<file path="src/rtl/spd_pkg.sv">
// Shared constants, types and saturation helpers for the stereo ping-pong delay.
// Depends on nothing; every other file of the block imports it.
package spd_pkg;

   // Store geometry and sample width (depth must be a power of two)
   localparam int STORE_DEPTH = 65536;
   localparam int SAMPLE_BITS = 24;
   localparam int ADDR_W      = $clog2(STORE_DEPTH);

   // Port field and register widths
   localparam int FIELD_W    = 24;
   localparam int BAL_W      = 16;
   localparam int DLY_W      = 24;
   localparam int FB_W       = 16;
   localparam int MIX_W      = 17;
   localparam int CSR_DATA_W = 24;
   localparam int CSR_IDX_W  = 2;
   localparam int FRAC_W     = 8;

   // Datapath widths: working values, gain operand, product, read position
   localparam int MAX_W  = (SAMPLE_BITS > FIELD_W) ? SAMPLE_BITS : FIELD_W;
   localparam int VAL_W  = MAX_W + 4;
   localparam int GAIN_W = 17;
   localparam int PROD_W = VAL_W + GAIN_W + 1;
   localparam int RP_W   = ADDR_W + FRAC_W;

   // Register indexes
   localparam logic [CSR_IDX_W-1:0] CSR_BALANCE  = 2'd0;
   localparam logic [CSR_IDX_W-1:0] CSR_DELAY    = 2'd1;
   localparam logic [CSR_IDX_W-1:0] CSR_FEEDBACK = 2'd2;
   localparam logic [CSR_IDX_W-1:0] CSR_MIX      = 2'd3;

   // Register reset values
   localparam logic [BAL_W-1:0] BAL_RESET = 16'd16384;
   localparam logic [DLY_W-1:0] DLY_RESET = 24'd1228800;
   localparam logic [FB_W-1:0]  FB_RESET  = 16'd45875;
   localparam logic [MIX_W-1:0] MIX_RESET = 17'd65536;

   localparam logic [GAIN_W-1:0] ONE_Q16 = GAIN_W'(65536);

   localparam logic signed [VAL_W-1:0] SMP_MAX =
      VAL_W'((64'sd1 <<< (SAMPLE_BITS - 1)) - 64'sd1);
   localparam logic signed [VAL_W-1:0] SMP_MIN = -SMP_MAX - VAL_W'(1);
   localparam logic signed [VAL_W-1:0] FLD_MAX =
      VAL_W'((64'sd1 <<< (FIELD_W - 1)) - 64'sd1);
   localparam logic signed [VAL_W-1:0] FLD_MIN = -FLD_MAX - VAL_W'(1);

   // One multiply request to the shared unit
   typedef struct packed {
      logic [GAIN_W-1:0] op_a;     // unsigned gain or fraction
      logic [VAL_W-1:0]  op_b;     // signed sample value
      logic              shift16;  // scale by 2^16, else by 2^8
   } mul_issue_type;

   // Clamp a working value to the signed sample range
   function automatic logic [SAMPLE_BITS-1:0] sat_sample(input logic signed [VAL_W-1:0] v);
      logic signed [VAL_W-1:0] c;
      c = v;
      if (v > SMP_MAX) c = SMP_MAX;
      if (v < SMP_MIN) c = SMP_MIN;
      return c[SAMPLE_BITS-1:0];
   endfunction

   // Clamp a sample to the port field range
   function automatic logic [FIELD_W-1:0] to_field(input logic [SAMPLE_BITS-1:0] s);
      logic signed [VAL_W-1:0] v;
      logic signed [VAL_W-1:0] c;
      v = {{(VAL_W-SAMPLE_BITS){s[SAMPLE_BITS-1]}}, s};
      c = v;
      if (v > FLD_MAX) c = FLD_MAX;
      if (v < FLD_MIN) c = FLD_MIN;
      return c[FIELD_W-1:0];
   endfunction

endpackage

</file>
<file path="src/rtl/spd_mul.sv">
// Shared multiply, round and accumulate unit: product registered, then
// rounded half up by 2^8 or 2^16 and added to an accumulator. Uses spd_pkg.
module spd_mul import spd_pkg::*; (
   input  logic                    clock,
   input  mul_issue_type           issue,
   input  logic signed [VAL_W-1:0] acc,
   output logic signed [VAL_W-1:0] result
);

   localparam logic signed [PROD_W-1:0] HALF8  = PROD_W'(128);
   localparam logic signed [PROD_W-1:0] HALF16 = PROD_W'(32768);

   logic signed [PROD_W-1:0] prod_ff;
   logic signed [PROD_W-1:0] prod_in;
   logic                     sh16_ff;
   logic signed [PROD_W-1:0] rnd;
   logic signed [PROD_W-1:0] biased;

   assign prod_in = $signed({1'b0, issue.op_a}) * $signed(issue.op_b);

   always_ff @(posedge clock) begin
      prod_ff <= prod_in;
      sh16_ff <= issue.shift16;
   end

   // round half up: add half an LSB, then floor
   always_comb begin
      if (sh16_ff) begin
         biased = prod_ff + HALF16;
         rnd    = biased >>> 16;
      end else begin
         biased = prod_ff + HALF8;
         rnd    = biased >>> FRAC_W;
      end
      result = acc + rnd[VAL_W-1:0];
   end

endmodule

</file>
<file path="config.mk">
export PLATFORM = sky130hd
export DESIGN_NAME = spd_mul
export DESIGN_NICKNAME = d
export VERILOG_FILES = /design/src/rtl/spd_pkg.sv /design/src/rtl/spd_mul.sv
export SDC_FILE = /design/constraint.sdc
export NUM_CORES = 1
export LEC_CHECK = 0
export BUFFER_PORTS_ARGS = -buffer_cell sky130_fd_sc_hd__buf_2
export CORE_MARGIN = 2
export CORE_UTILIZATION = 55
export DETAILED_ROUTE_END_ITERATION = 10
export PLACE_DENSITY_LB_ADDON = 0.1
export SYNTH_ARGS = -nofsm -noshare
export SYNTH_HDL_FRONTEND = slang
export SYNTH_SLANG_ARGS = --single-unit
</file>
<file path="constraint.sdc">
create_clock -name clock -period 8.6 [get_ports clock]
set_input_delay 0.86 -clock clock [delete_from_list [all_inputs] [get_ports clock]]
set_output_delay 0.86 -clock clock [all_outputs]
set_load 0.05 [all_outputs]
</file>
==> metrics.yaml, run 1 <==
sta:
  tns_ns: 0
  timing.final.crit_share: 0.7921
  setup_ws_ns: 1.788
  final_hold_viol_count: 0
  relSlewSlack: 0.3929
  worst_pin_slew_ns: 0.9029
  fmax_mhz: 146.8
  final_max_slew_viol_count: 0
  rsz0062_at_grt: "false"
  setup_viol: 0
  whs_ns: 0.6871
  fin_crit_ns: 6.812
hold_path:
  hp-class: "in -> reg"
logic_synthesis:
  ys_warn_count: 0
  synthTopCellsByArea: "fa_1 (46%), inv_1 (11%), ha_1 (8.3%), and2_1 (8.1%), nand2_1 (5.1%)"
  synthCells: 2221
  yosysSeqAreaShare: 0.03888
  ys_seq_elements: 38
  synthArstFlopShare: 0
  synth_area_sq_um: 19570
  synth_area_per_cell_sq_um: 8.809
  synth_cell_types: 74
  synth_top_area_frac: 0.4584
  syn-num-nets: 2874
  yosys.area.top_type: "fa_1"
  synth_flop_cell: "dfxtp_1"
  synth_edf_count: 0
finish:
  multi_input_area_sq_um: 16410
  final_cells: 2709
  drive_above_1_share: 0.05694
  final_nets: 2900
  seq_area_sq_um: 762.0
  nFillCells: 3277
  diodes: 0
  syn2layout_area_growth_pct: 4.707
grt:
  met2_usage: 0.5172
  overflow: 0
  grt_max_degree: 67
  grt_pass1_wl_mm: 81.30
  gr-usage-met3: 0.03473
  use_met1: 0.3471
  top_usage_layer: "met2"
  grt_antenna_before_repair: 1
  grt_pass1_vias: 16370
  grt_usage: 0.2821
die:
  start_util: 0.5541
  die_area_sq_um: 37100
  core_sq_um: 35310
  ios: 103
  fp-row-count: 69
  die_x_um: 192.6
  die_y_um: 192.6
place:
  io_buffers: 102
  gp_congestion: 0.8984
  dp.cells: 2701
  place_hpwl_mm: 38.73
  place_ws_ns: 1.556
drt:
  drtPass1Iterations: 5
  routed_wl_mm: 48.46
  ant_nets: 0
  vias: 14700
  drt_iter0_markers: 640
  drt-wirelength-per-cell_um: 17.89
  drcViolationCount: 0
  vias_per_cell: 5.425
critical_path:
  required_ns: 7.74
  cp-start-kind: "flop"
  cp.arrival_ns: 5.95
  crit_start: "sh16_ff"
  critPathCaptureType: "output pin"
  criticalPathCategory: "reg -> out"
  endpoint: "result[21]"
  cp_max_fo: 66
cts:
  cts_tree: "done"
  cts_max_path_buffers: 2
  hold_buffers: 0
  h-tree-depth: 2
  cts_buffers: 5
  root_buffer: "clkbuf_16"
  cts.clk_slew.worst_paths_ns: 0.05
  cts_resized: 0
  postCtsSetupRepairBufs: 0
  cts.sinks: 38
outcome:
  status: "finished clean"
run:
  maxCapViolCount: 0
## layout by cell type, fill, tap and decap left out, types with 3 or more instances in the layout
cell,n
buf_2,102
o211a_1,3
ha_1,130
nor3b_1,4
nand3b_1,7
xor2_1,37
clkbuf_16,5
and3_1,8
xnor2_1,65
a32o_1,3
fa_1,448
nand2b_1,3
nor2b_1,14
a211oi_1,6
and2_1,254
a21o_1,26
nand4b_1,3
and4_1,4
nand4_1,7
o21ai_0,33
or3_1,4
a221o_1,4
mux2_2,3
nor2_1,41
mux2i_1,24
nand2_1,268
o22ai_1,3
a311oi_1,4
a21oi_1,40
nand3_1,25
or2_2,3
dfxtp_1,37
a31oi_1,9
a221oi_1,3
o21bai_1,4
o21a_1,10
o31ai_1,4
inv_1,549
nor3_1,7
## worst min-delay path by stage
stage / start / to / slack [ns] / cells past startpoint
after floorplan: issue[0] / sh16_ff / 0.89 / 0
after global placement: issue[0] / sh16_ff / 0.97 / 1
after detailed placement: issue[0] / sh16_ff / 0.96 / 1
after CTS: issue[0] / sh16_ff / 0.68 / 1
after global routing: issue[0] / sh16_ff / 0.67 / 1
final: issue[0] / sh16_ff / 0.69 / 1
## worst max-delay path, stage by stage (launching register included)
cell and delay [ns]:
dfxtp_2 0.33, buf_4 0.56, nand4_1 0.28, a222oi_1 0.67, and4_1 0.38, and2b_1 0.18, nand2_1 0.07, xnor2_1 0.13
nand2_1 0.06, o21ai_0 0.12, ha_1 0.39, and3_1 0.27, and2_1 0.18, nand3_1 0.08, o31ai_1 0.74, a311oi_1 0.24
o41ai_1 0.40, a21oi_1 0.14, xnor2_1 0.15, buf_2 0.28
## through the flow
stage	util	area, sq um
6_report	0.5802	20490
5_1_grt	0.5802	20490
4_1_cts	0.5802	20490
3_5_place_dp	0.5759	20330
3_3_place_gp	0.5759	20330
2_1_floorplan	-	19570
## cell usage after synthesis (24+ instances only)
master,n
clkbuf_1,78
fa_1,448
mux2i_1,24
xnor2_1,65
nand2_1,268
o21ai_0,33
a21oi_1,40
xor2_1,37
a21o_1,26
nor2_1,41
ha_1,130
nand3_1,25
inv_1,549
dfxtp_1,38
and2_1,254
## state kept, by name, summed over array words and instances (netlist names)
| name | count |
|---|---|
| prod_ff | 37 |
| sh16_ff | 1 |
## area by class of cell
| cell class | instances | area share |
|---|---|---|
| clock buffer | 6 | 0.006779 |
| sequential | 38 | 0.03720 |
| multi-input combinational | 1549 | 0.8010 |
| timing repair buffer | 104 | 0.02565 |
| tap | 461 | 0.02816 |
| clock inverter | 2 | 0.0006108 |
| inverter | 549 | 0.1006 |
## cells by family (layout without fill, tap and decap cells)
| logic type | after synthesis | count (layout) | synth area share |
|---|---|---|---|
| flops | 38 | 38 | 0.03888 |
| simple gates | 660 | 660 | 0.1727 |
| xor+xnor | 102 | 102 | 0.04566 |
| buf+inv | 634 | 661 | 0.1224 |
| mux | 27 | 27 | 0.01401 |
| compound gates | 182 | 182 | 0.06485 |
| fa+ha+maj | 578 | 578 | 0.5415 |
## routing by layer
layer  up-vias  part of all wire
met4         0             0.033
li1       6651                 -
met1      7595              0.41
met3        86             0.050
met5         -                 0
met2       363              0.51
Power of run 1 is not shown: default switching activity piles up to over one toggle a cycle in this logic, so the estimate is an artifact.
==> inputs of run 2 (changes only) <==
clock period = 5.6 ns   (was 8.6 ns; I/O delays follow)
==> metrics.yaml, run 2 (synthesis results as in run 1) <==
place:
  place_hpwl_mm: 42.05  # was 38.73 mm
  dp.cells: 2920  # was 2701
  io_buffers: 102  # unchanged
  gp_congestion: 0.8959  # was 0.8984
critical_path:
  crit_chain: "buf_12, and2_4, fa_1, inv_2, fa_1, fa_1, fa_1, inv_2, fa_1, inv_1, fa_1, inv_2, ha_4, and4_1, a221o_1, o2111ai_2, nand2_1, o311a_1, or4b_1, o2111ai_1"  # was buf_4, nand4_1, a222oi_1, and4_1, and2b_1, nand2_1, xnor2_1, nand2_1, o21ai_0, ha_1, and3_1, and2_1, nand3_1, o31ai_1, a311oi_1, o41ai_1, a21oi_1, xnor2_1, buf_2
  cp_common_cell: "fa_1"
  criticalPathCategory: "in -> reg"  # was reg -> out
  crit_slowest_cell: "fa_1"  # was o31ai_1
  critPathCaptureType: "flop"  # was output pin
  cp_max_fo: 8  # was 66
  required_ns: 5.80  # was 7.74 ns
  cp.arrival_ns: 6.00  # was 5.95 ns
  cp-start-kind: "input pin"  # was flop
  max_stage_delay_ns: 0.56  # was 0.74 ns
grt:
  grt_usage: 0.2863  # was 0.2821
  grt_max_degree: 47  # was 67
  grt_antenna_before_repair: 0  # was 1
  grt_pass1_vias: 17010  # was 16370
  overflow: 0  # unchanged
  grt_pass1_wl_mm: 84.03  # was 81.30 mm
die:
  ios: 103  # unchanged
  fp-row-count: 69  # unchanged
  start_util: 0.5541  # unchanged
  core_sq_um: 35310  # unchanged
  die_y_um: 192.6  # unchanged
  die_area_sq_um: 37100  # unchanged
  die_x_um: 192.6  # unchanged
cts:
  h-tree-depth: 2  # unchanged
  cts.sinks: 38  # unchanged
  root_buffer: "clkbuf_16"  # unchanged
  cts_max_path_buffers: 2  # unchanged
  cts_buffers: 5  # unchanged
  cts.clk_slew.worst_paths_ns: 0.06  # was 0.05 ns
  cts_tree: "done"  # unchanged
sta:
  rsz0062_at_grt: "true"  # was false
  fin_crit_ns: 5.796
  final_hold_viol_count: 0  # unchanged
  timing.final.crit_share: 1.035
  relSlewSlack: 0.6675  # was 0.3929
  tns_ns: -1.024  # was 0 ns
  fmax_mhz: 172.5
  final_max_slew_viol_count: 0  # unchanged
  worst_pin_slew_ns: 0.4988  # was 0.9029 ns
  setup_ws_ns: -0.1964  # was 1.788 ns
  whs_ns: 0.3996  # was 0.6871 ns
  setup_viol: 13  # was 0
drt:
  routed_wl_mm: 50.15  # was 48.46 mm
  drt-wirelength-per-cell_um: 16.90  # was 17.89 um
  vias_per_cell: 5.253  # was 5.425
  ant_nets: 0  # unchanged
  vias: 15590  # was 14700
  drtPass1Iterations: 8  # was 5
  drt_iter0_markers: 707  # was 640
  drcViolationCount: 0  # unchanged
finish:
  diodes: 0  # unchanged
  nFillCells: 2899  # was 3277
  multi_input_area_sq_um: 17160  # was 16410 sq um
  final_common_cell: "inv_1"  # unchanged
  largest_register_ffs: 37  # unchanged
  final_cells: 2967  # was 2709
  seq_area_sq_um: 764.5  # was 762.0 sq um
  top_register: "prod_ff"  # unchanged
  syn2layout_area_growth_pct: 21.93  # was 4.707%
  drive_above_1_share: 0.2207  # was 0.05694
  final_cell_mix: "inv_1 (522), fa_1 (424), nand2_1 (249)"  # was inv_1 (549), fa_1 (448), nand2_1 (268)
  final_nets: 3158  # was 2900
  reg_top3: "prod_ff: 37 flops, sh16_ff: 1 flops"  # unchanged
hold_path:
  hp-class: "in -> reg"  # unchanged
outcome:
  status: "complete, but fails checks"  # was finished clean
  violations: "negative setup slack"
run:
  maxCapViolCount: 0  # unchanged
## run 2: changes by cell type in the layout (fill, tap and decap cells not counted), moves of 18 or more
cell and delta:
buf_4 +218, fa_2 +24, buf_6 +40, and2_1 -23, inv_1 -27, buf_2 -34, inv_2 +27, fa_1 -24
and2_4 +23, nand2_1 -19, buf_12 +18
## run 2: routing by layer
metal  vias to the layer above  share of wire  global-route usage
met4                         0          0.023             0.05813
met5                         -              0                   0
met3                        76          0.047             0.02382
li1                       7174              -                   -
met2                       379           0.51              0.5186
met1                      7958           0.42              0.3759
## run 2: metrics by stage
stage                     setup slack (ns)  instance area [sq um]    util
after floorplan                    -0.2535                  20010       -
after global placement             -0.6343                  22310  0.6319
after detailed placement           -0.7289                  22310  0.6319
after CTS                          -0.2088                  23320  0.6604
after global routing               -0.4181                  23860  0.6756
final                              -0.1964                  23860  0.6756
## run 2: path summary, 6_finish.rpt
kind,start,end,slack [ns],cells past startpoint
min,issue[0],sh16_ff,0.40,1
max,issue[8],prod_ff[28],-0.20,20
## run 2: timing repair
action | 4_1_cts | 5_1_grt
cloned | 2 | 3
gates resized for setup | 171 | 116
setup buffers | 25 | 14
setup endpoints to repair | 27 | 29
hold buffers | 0 | 0
pin swaps | 94 | 70
## run 2: worst max-delay path, delay by kind of cell
family	cells	cell delay, ns
compound gates	4	0.97
fa+ha+maj	7	3.28
buf+inv	5	0.31
simple gates	4	0.88
## run 2: layout make-up
cell class,instances,share of cell area
multi-input cells,1549,0.7195
repair buffers,362,0.1298
inverters,549,0.08638
flip-flops and latches,38,0.03205
well taps,461,0.02418
clock buffers,5,0.005245
clock inverters,3,0.002885
Power of run 2 is left out for the same reason.
